`config.mk`:
```
export PLATFORM = sky130hd
export DESIGN_NAME = child_table_builder_top
export DESIGN_NICKNAME = d
export VERILOG_FILES = /design/src/hdl/ctb_pkg.sv /design/src/hdl/ctb_dp.sv /design/src/hdl/ctb_ctrl.sv /design/src/hdl/child_table_builder_top.sv
export SDC_FILE = /design/constraint.sdc
export NUM_CORES = 2
export LEC_CHECK = 0
export ABC_CLOCK_PERIOD_IN_PS = 14800
export BUFFER_PORTS_ARGS = -buffer_cell sky130_fd_sc_hd__buf_4
export CORE_ASPECT_RATIO = 0.6
export CORE_UTILIZATION = 62
export DETAILED_ROUTE_END_ITERATION = 7
export PLACE_DENSITY = 0.78
export SLEW_MARGIN = 20
export SYNTH_ARGS = -nofsm -noshare
export SYNTH_HDL_FRONTEND = slang
export SYNTH_HIERARCHICAL = 1
export SYNTH_SLANG_ARGS = --single-unit
```
`constraint.sdc`:
```
create_clock -name i_clk -period 14.8 [get_ports i_clk]
set_clock_uncertainty 0.05 [all_clocks]
set_input_delay 2.96 -clock i_clk [delete_from_list [all_inputs] [get_ports i_clk]]
set_output_delay 2.96 -clock i_clk [all_outputs]
set_load 0.02 [all_outputs]
```
`src/hdl/ctb_pkg.sv`:
```
// ----------------------------------------------------------------------------
// ctb_pkg
// Shared types, widths and codes for the child table builder.
// ----------------------------------------------------------------------------
package ctb_pkg;

    localparam int STACK_DEPTH = 32;
    localparam int PTR_W       = $clog2(STACK_DEPTH);
    localparam int TOP_W       = PTR_W + 1;
    localparam int IDX_W       = 12;
    localparam int LCP_W       = 12;
    localparam int SEL_W       = 2;

    localparam logic [TOP_W-1:0] TOP_FULL = TOP_W'(STACK_DEPTH);

    // table select codes
    localparam logic [SEL_W-1:0] SEL_ACROSS = 2'd0;
    localparam logic [SEL_W-1:0] SEL_DOWN   = 2'd1;
    localparam logic [SEL_W-1:0] SEL_UP     = 2'd2;

    typedef struct packed {
        logic [IDX_W-1:0] idx;
        logic [LCP_W-1:0] lcp;
    } t_stack_entry;

    // controller to datapath
    typedef struct packed {
        logic             load_first;
        logic             load_item;
        logic             a_pop;
        logic             u_pop;
        logic             push;
        logic             emit;
        logic [SEL_W-1:0] sel;
        logic             ovf;
        logic             run_end;
    } t_cmd;

    // datapath to controller
    typedef struct packed {
        logic ovf_hit;
        logic a_pop_ok;
        logic a_eq;
        logic u_pop_ok;
        logic down_ok;
        logic popped;
        logic emit_ok;
    } t_status;

endpackage

```
`src/hdl/ctb_dp.sv`:
```
// ----------------------------------------------------------------------------
// ctb_dp
// Datapath: the two index stacks, their pointers, the index counter and the
// output word register.
// ----------------------------------------------------------------------------
module ctb_dp (
    input  logic                       i_clk,
    input  logic                       i_rst_n,
    input  ctb_pkg::t_cmd              i_cmd,
    output ctb_pkg::t_status           o_status,
    input  logic [ctb_pkg::LCP_W-1:0]  i_lcp_value,
    input  logic                       i_out_ready,
    output logic                       o_out_valid,
    output logic [ctb_pkg::SEL_W-1:0]  o_table_sel,
    output logic [ctb_pkg::IDX_W-1:0]  o_position,
    output logic [ctb_pkg::IDX_W-1:0]  o_entry_value,
    output logic                       o_overflow,
    output logic                       o_run_end
);
    import ctb_pkg::*;

    t_stack_entry mem_a [STACK_DEPTH];
    t_stack_entry mem_u [STACK_DEPTH];

    logic [TOP_W-1:0] r_across_top, r_updown_top;
    logic [TOP_W-1:0] r_at, r_ut, n_at, n_ut;
    logic [TOP_W-1:0] n_at_m1, n_ut_m1;
    logic [IDX_W-1:0] r_idx_cnt;
    logic [IDX_W-1:0] r_cur_idx;
    logic [LCP_W-1:0] r_lcp;
    t_stack_entry     r_a_rdata, r_u_rdata, r_gone;
    logic [IDX_W-1:0] r_last_idx;
    logic             r_popped;
    logic             r_out_valid;
    logic             wr_en;
    logic [PTR_W-1:0] wr_a_addr, wr_u_addr;
    t_stack_entry     wr_data;
    logic [SEL_W-1:0] n_sel;
    logic [IDX_W-1:0] n_pos, n_val;

    // pointers track the working top; reads always follow the new top
    always_comb begin
        n_at = r_at;
        n_ut = r_ut;
        if (i_cmd.load_item) begin
            n_at = r_across_top;
            n_ut = r_updown_top;
        end else begin
            if (i_cmd.a_pop) n_at = r_at - 1'b1;
            if (i_cmd.u_pop) n_ut = r_ut - 1'b1;
        end
        n_at_m1 = n_at - 1'b1;
        n_ut_m1 = n_ut - 1'b1;
    end

    always_comb begin
        wr_en     = i_cmd.load_first | i_cmd.push;
        wr_a_addr = i_cmd.push ? r_at[PTR_W-1:0] : '0;
        wr_u_addr = i_cmd.push ? r_ut[PTR_W-1:0] : '0;
        wr_data   = i_cmd.push ? t_stack_entry'{idx: r_cur_idx, lcp: r_lcp}
                               : t_stack_entry'{idx: '0, lcp: i_lcp_value};
    end

    always_ff @(posedge i_clk) begin
        if (wr_en) begin
            mem_a[wr_a_addr] <= wr_data;
            mem_u[wr_u_addr] <= wr_data;
        end
        r_a_rdata <= mem_a[n_at_m1[PTR_W-1:0]];
        r_u_rdata <= mem_u[n_ut_m1[PTR_W-1:0]];
    end

    always_ff @(posedge i_clk) begin
        if (!i_rst_n) begin
            r_across_top <= '0;
            r_updown_top <= '0;
            r_idx_cnt    <= '0;
            r_popped     <= 1'b0;
        end else if (i_cmd.load_first) begin
            r_across_top <= TOP_W'(1);
            r_updown_top <= TOP_W'(1);
            r_idx_cnt    <= '0;
        end else if (i_cmd.push) begin
            r_across_top <= r_at + 1'b1;
            r_updown_top <= r_ut + 1'b1;
            r_idx_cnt    <= r_cur_idx;
        end else if (i_cmd.load_item) begin
            r_popped <= 1'b0;
        end else if (i_cmd.u_pop) begin
            r_popped <= 1'b1;
        end
    end

    always_ff @(posedge i_clk) begin
        r_at <= n_at;
        r_ut <= n_ut;
        if (i_cmd.load_item) begin
            r_lcp     <= i_lcp_value;
            r_cur_idx <= r_idx_cnt + 1'b1;
        end
        if (i_cmd.u_pop) begin
            r_gone     <= r_u_rdata;
            r_last_idx <= r_u_rdata.idx;
        end
    end

    always_comb begin
        o_status.ovf_hit  = ((r_at == TOP_FULL) && (r_lcp > r_a_rdata.lcp))
                          || ((r_ut == TOP_FULL) && (r_lcp >= r_u_rdata.lcp));
        o_status.a_pop_ok = (r_at != '0) && (r_lcp < r_a_rdata.lcp);
        o_status.a_eq     = (r_at != '0) && (r_lcp == r_a_rdata.lcp);
        o_status.u_pop_ok = (r_ut != '0) && (r_lcp < r_u_rdata.lcp);
        o_status.down_ok  = (r_ut != '0) && (r_lcp <= r_u_rdata.lcp)
                          && (r_u_rdata.lcp != r_gone.lcp);
        o_status.popped   = r_popped;
        o_status.emit_ok  = !r_out_valid || i_out_ready;
    end

    // output word
    always_comb begin
        n_sel = i_cmd.sel;
        n_pos = '0;
        n_val = '0;
        if (!i_cmd.ovf) begin
            unique case (i_cmd.sel)
                SEL_ACROSS: begin
                    n_pos = r_a_rdata.idx;
                    n_val = r_cur_idx;
                end
                SEL_DOWN: begin
                    n_pos = r_u_rdata.idx;
                    n_val = r_gone.idx;
                end
                SEL_UP: begin
                    n_pos = r_cur_idx;
                    n_val = r_last_idx;
                end
                default: begin
                    n_pos = '0;
                    n_val = '0;
                end
            endcase
        end
    end

    always_ff @(posedge i_clk) begin
        if (!i_rst_n) begin
            r_out_valid <= 1'b0;
        end else if (i_cmd.emit) begin
            r_out_valid <= 1'b1;
        end else if (i_out_ready) begin
            r_out_valid <= 1'b0;
        end
    end

    always_ff @(posedge i_clk) begin
        if (i_cmd.emit) begin
            o_table_sel   <= n_sel;
            o_position    <= n_pos;
            o_entry_value <= n_val;
            o_overflow    <= i_cmd.ovf;
            o_run_end     <= i_cmd.run_end;
        end
    end

    assign o_out_valid = r_out_valid;

endmodule

```
`src/hdl/ctb_ctrl.sv`:
```
// ----------------------------------------------------------------------------
// ctb_ctrl
// Controller: sequences the overflow check, the across pass, the up/down pass and the push.
// ----------------------------------------------------------------------------
module ctb_ctrl (
    input  logic              i_clk,
    input  logic              i_rst_n,
    input  logic              i_in_valid,
    input  logic              i_first,
    output logic              o_in_ready,
    input  ctb_pkg::t_status  i_status,
    output ctb_pkg::t_cmd     o_cmd
);
    import ctb_pkg::*;

    localparam logic [2:0] ST_IDLE = 3'd0;
    localparam logic [2:0] ST_OVF  = 3'd1;
    localparam logic [2:0] ST_AC   = 3'd2;
    localparam logic [2:0] ST_UD   = 3'd3;
    localparam logic [2:0] ST_DOWN = 3'd4;
    localparam logic [2:0] ST_PUSH = 3'd5;

    logic [2:0] r_state, n_state;

    always_comb begin
        n_state    = r_state;
        o_cmd      = '0;
        o_cmd.sel  = SEL_ACROSS;
        o_in_ready = 1'b0;
        unique case (r_state)
            ST_IDLE: begin
                o_in_ready = 1'b1;
                if (i_in_valid) begin
                    if (i_first) begin
                        o_cmd.load_first = 1'b1;
                    end else begin
                        o_cmd.load_item = 1'b1;
                        n_state         = ST_OVF;
                    end
                end
            end
            ST_OVF: begin
                if (i_status.ovf_hit) begin
                    if (i_status.emit_ok) begin
                        o_cmd.emit    = 1'b1;
                        o_cmd.ovf     = 1'b1;
                        o_cmd.run_end = 1'b1;
                        n_state       = ST_IDLE;
                    end
                end else begin
                    n_state = ST_AC;
                end
            end
            ST_AC: begin
                if (i_status.a_pop_ok) begin
                    o_cmd.a_pop = 1'b1;
                end else if (i_status.a_eq) begin
                    if (i_status.emit_ok) begin
                        o_cmd.emit    = 1'b1;
                        o_cmd.run_end = !i_status.u_pop_ok;
                        o_cmd.a_pop   = 1'b1;
                        n_state       = ST_UD;
                    end
                end else begin
                    n_state = ST_UD;
                end
            end
            ST_UD: begin
                if (i_status.u_pop_ok) begin
                    o_cmd.u_pop = 1'b1;
                    n_state     = ST_DOWN;
                end else if (i_status.popped) begin
                    if (i_status.emit_ok) begin
                        o_cmd.emit    = 1'b1;
                        o_cmd.sel     = SEL_UP;
                        o_cmd.run_end = 1'b1;
                        n_state       = ST_PUSH;
                    end
                end else begin
                    n_state = ST_PUSH;
                end
            end
            ST_DOWN: begin
                if (i_status.down_ok) begin
                    if (i_status.emit_ok) begin
                        o_cmd.emit = 1'b1;
                        o_cmd.sel  = SEL_DOWN;
                        n_state    = ST_UD;
                    end
                end else begin
                    n_state = ST_UD;
                end
            end
            ST_PUSH: begin
                o_cmd.push = 1'b1;
                n_state    = ST_IDLE;
            end
            default: begin
                n_state = ST_IDLE;
            end
        endcase
    end

    always_ff @(posedge i_clk) begin
        if (!i_rst_n) begin
            r_state <= ST_IDLE;
        end else begin
            r_state <= n_state;
        end
    end

endmodule

```
`src/hdl/child_table_builder_top.sv`:
```
// ----------------------------------------------------------------------------
// child_table_builder_top
// Streaming child table builder for an enhanced suffix array.
// ----------------------------------------------------------------------------
// Usage:
//   Feed the LCP array one word per handshake on i_in_valid/o_in_ready, in
//   index order, with i_first high on index 0 and a closing LCP of zero.
//   Each accepted word yields zero or more table-write words on
//   o_out_valid/i_out_ready: table select (across, down, up), position and
//   value; o_run_end marks the last write caused by one input word. A word
//   that would overfill either 32-entry stack is dropped and yields a single
//   word with o_overflow high; no state changes.
// Sequence:
//   A first word resets both stacks to one entry. Any other word passes
//   the overflow check, the across pass, the up/down pass and the push;
//   each pop costs a registered stack read, and each up/down pop is followed
//   by a test of the new top for a down write. Pops are bounded by pushes.
// Reset:
//   Synchronous, active low; empties both stacks and zeroes the index.
// Back-pressure:
//   Results sit in one output register. While it is full and not taken the
//   controller holds at the next write it must load, and no input word is
//   accepted until that write is loaded; words causing no writes still pass.
// ----------------------------------------------------------------------------
module child_table_builder_top (
    input  logic                       i_clk,
    input  logic                       i_rst_n,
    input  logic                       i_in_valid,
    output logic                       o_in_ready,
    input  logic [ctb_pkg::LCP_W-1:0]  i_lcp_value,
    input  logic                       i_first,
    output logic                       o_out_valid,
    input  logic                       i_out_ready,
    output logic [ctb_pkg::SEL_W-1:0]  o_table_sel,
    output logic [ctb_pkg::IDX_W-1:0]  o_position,
    output logic [ctb_pkg::IDX_W-1:0]  o_entry_value,
    output logic                       o_overflow,
    output logic                       o_run_end
);
    import ctb_pkg::*;

    t_cmd    cmd;
    t_status status;

    // sequence the passes over both stacks
    ctb_ctrl u_ctrl (
        .i_clk      (i_clk),
        .i_rst_n    (i_rst_n),
        .i_in_valid (i_in_valid),
        .i_first    (i_first),
        .o_in_ready (o_in_ready),
        .i_status   (status),
        .o_cmd      (cmd)
    );

    // stacks, pointers and output register
    ctb_dp u_dp (
        .i_clk         (i_clk),
        .i_rst_n       (i_rst_n),
        .i_cmd         (cmd),
        .o_status      (status),
        .i_lcp_value   (i_lcp_value),
        .i_out_ready   (i_out_ready),
        .o_out_valid   (o_out_valid),
        .o_table_sel   (o_table_sel),
        .o_position    (o_position),
        .o_entry_value (o_entry_value),
        .o_overflow    (o_overflow),
        .o_run_end     (o_run_end)
    );

endmodule

```
==> flow_summary.ini <==
[synth]
syn_nets = 4198
synth_top_area_cell = edfxtp_1
yosys-top-cells-area = edfxtp_1 (64%), mux4_2 (20%), dfxtp_1 (2.3%)
ys_types = 73
ys_warn_count = 6
synthCells = 4146
synth.top_cell.area_share_pct = 64.2
ys_top_cells_by_count = edfxtp_1 (1,614), mux4_2 (673), nand2_1 (458), nand3_1 (171), clkbuf_1 (156)
syn_area_sq_um = 75500
seq_area_frac_synth_pct = 66.5
ys.flop_type = edfxtp_1
syn_area_per_cell_sq_um = 18.2
synth.ff_latch_count = 1701
synth.most_common_cell = edfxtp_1
synth_edf_count = 1614
async_flop_share_pct = 0

[power_and_ir_drop]
finalPower_w = 0.0191
clockPowerShare_pct = 20.0
seq_power_share_pct = 29.4
p_switching_w = 0.00762
powerDensity_nw_per_um2 = 231
peakVddDrop_v = 0.000377
swShare_pct = 39.9
pwr-share-comb_pct = 50.6
internal-power_w = 0.0115
leakage_nw = 25.9

[grt]
first_global_vias = 41000
grt_overflow = 0
grt_pass1_wl_um = 281000
grt.total_usage_pct = 31.9
antenna_found_initial = 5
grt_max_degree = 168

[detailed_routing]
viasPerCell = 7.14
num_vias = 42300
wire_per_inst_um = 32.6
wl_um = 193000
drc = 0
first_iter_violations = 6709
postRouteAntennaNets = 0
drt_pass1_iterations = 8

[placement]
io_buffers = 46
dp_hpwl_um = 113000
dpl_cell_area_sq_um = 78100
gp_routability_congestion = 0.872
place_inst = 5639
dp_slack_ps = 6130

[setup_path]
cp_num_buf_inv = 5
end_kind = flop
cp-startpoint = i_in_valid
max_stage_delay_ps = 920
cp.depth = 13
r2r-start = u_dp/r_a_rdata[5]
critical-path-top-delay-family = buffers and inverters
worstPathRequired_ps = 15390
cp.arrival_ps = 8580
worstPathCellList = buf_4, nand2_1, nor2_4, buf_4, inv_4, a21o_1, ha_4, buf_12, buf_4, mux4_2, mux2_2, o211ai_1, o211ai_1
reg2reg_to = u_dp/r_a_rdata[6]
critPathMaxFanout = 133
cpMostUsedCell = buf_4
startpoint_type = primary input
ff2ff_path_depth = 27
r2r_slack_ps = 6960
cp_slowest_cell = buf_4
critPathKind = primary input to flop

[finish]
area_delta_synth_final_pct = 9.68
diodes = 0
instances_no_fill = 5922
drive_gt1_share_pct = 28.2
register_area_sq_um = 50200
final.fill_count = 7364
multi_input_area_sq_um = 24300
fin_area_sq_um = 82800
nets = 4245

[timing]
finalCritPeriodShare_pct = 54.0
final.setup.tns_ps = 0
slew_headroom_pct = 23.1
max_freq_mhz = 125
finalCriticalPeriod_ps = 7990
slew_violations = 0
worstMarginPinSlew_ps = 1140
rsz0062_at_grt = false
setup_viol = 0
finalHoldViolCount = 0
setup_ws_ps = 6810

[run_status]
status = complete, no violations

[cts]
ctsHoldBuffers = 0
cts_resized = 0
cts_setup_buffers = 0
cts-root-buf = clkbuf_16
insertion_delay_ps = 790
cts_tree = done
clk_pin_slew_ps = 70
clockBufferDepth = 3
cts_buffers = 151
cts_sinks = 1701
htree_levels = 4

[min_path]
hold_class = flop to flop
hold_path_depth = 0
hp-start = u_dp/r_u_rdata[12]
worstHoldEndpoint = u_dp/r_last_idx[0]

[floorplanning]
rows = 98
start_util_pct = 63.0
core_sq_um = 120000
pin_count = 47
die_h_um = 272
die_area_sq_um = 123000
die_w_um = 453

[job]
cap_violations = 0
==> layout by cell type (no fill, tap or decap), types with 14 or more instances in the layout <==
| master | synthesis | layout |
|---|---|---|
| o21ai_0 | 60 | 60 |
| nand3_1 | 171 | 171 |
| inv_1 | 42 | 42 |
| clkinv_1 | 0 | 20 |
| nand4_1 | 37 | 37 |
| edfxtp_1 | 1614 | 1614 |
| ha_1 | 35 | 33 |
| clkbuf_1 | 156 | 50 |
| nor3_1 | 33 | 33 |
| o211ai_1 | 47 | 47 |
| and2_2 | 0 | 14 |
| dfxtp_1 | 87 | 85 |
| xnor2_1 | 31 | 26 |
| buf_4 | 20 | 170 |
| clkbuf_16 | 0 | 157 |
| a21oi_1 | 52 | 50 |
| mux2i_1 | 144 | 144 |
| nand2_1 | 458 | 458 |
| nor2_1 | 141 | 72 |
| nor2_4 | 0 | 25 |
| nor2b_1 | 19 | 19 |
| mux4_2 | 673 | 673 |
| nor2_2 | 0 | 44 |
| o21ai_1 | 20 | 20 |
| a32oi_1 | 23 | 23 |
| clkinv_2 | 1 | 28 |
| mux2_2 | 36 | 35 |
==> flip-flops by register name (all words and copies together), names as in the netlist <==
signal              cells
u_ctrl/r_state          3
u_dp/mem_a            768
u_dp/mem_u            768
u_dp/o_entry_value     12
u_dp/o_out_valid        1
u_dp/o_overflow         1
u_dp/o_position        12
u_dp/o_run_end          1
u_dp/o_table_sel        2
u_dp/r_a_rdata         24
u_dp/r_across_top       6
u_dp/r_at               6
u_dp/r_cur_idx         12
u_dp/r_gone            12
u_dp/r_idx_cnt         12
u_dp/r_last_idx        12
u_dp/r_lcp             12
u_dp/r_popped           1
u_dp/r_u_rdata         24
u_dp/r_updown_top       6
u_dp/r_ut               6
==> worst max path at each step <==
stage                          to
6_report       u_dp/r_a_rdata[20]
5_1_grt         u_dp/r_a_rdata[6]
4_1_cts         u_dp/r_a_rdata[6]
3_5_place_dp    u_dp/r_a_rdata[6]
3_3_place_gp   u_dp/r_a_rdata[21]
2_1_floorplan  u_dp/r_a_rdata[18]
==> worst reg2reg max path: cells and delay by family, from the launching register on <==
kind	cells	cell delay (ps)
buffers and inverters	6	2820
AO/OA/AOI/OAI	11	2330
AND/OR/NAND/NOR	6	970
adder cells (fa/ha/maj)	2	540
multiplexers	1	510
flip-flops	1	320
XOR/XNOR	1	150
==> final cells by class <==
type	count	share of cell area (%)
tap	1600	2.42
timing repair buffer	178	1.74
sequential	1701	60.6
inverter	44	0.204
multi-input combinational	2117	29.3
clock buffer	214	5.09
clock inverter	68	0.616
==> cell families (layout without fill, tap and decap cells) <==
kind of cell	Yosys count	count (layout)	share of synthesized area, %
compound gates	267	267	2.38
mux	856	856	22.6
flops	1701	1701	66.5
simple gates	913	913	5.35
xor+xnor	46	46	0.618
buf+inv	328	504	1.98
fa+ha+maj	35	35	0.580
==> layer usage <==
layer / routed length, um / GRT usage, % / vias to the layer above
met1: 75600 / 50.2 / 21900
met2: 82300 / 43.8 / 3029
met3: 30200 / 9.56 / 323
met4: 4870 / 8.74 / 0
met5: 0 / 0 / -
li1: - / - / 17100
==> through the flow <==
step / hold slack (ps) / utilization (%)
2_1_floorplan: 358 / -
3_3_place_gp: 383 / 65.1
3_5_place_dp: 378 / 65.1
4_1_cts: 395 / 69.0
5_1_grt: 416 / 69.1
6_report: 399 / 69.1
==> power groups by stage <==
stage	combinational [W]	clock [W]	sequential (W)
global route	0.0102	0.00404	0.00562
global placement	0.00929	0	0.00571
floorplan	0.00697	0	0.00560
finish	0.00967	0.00383	0.00562
CTS	0.00951	0.00386	0.00561
detailed placement	0.00944	0	0.00571
Note: power is estimated with default switching activity, not from simulation.
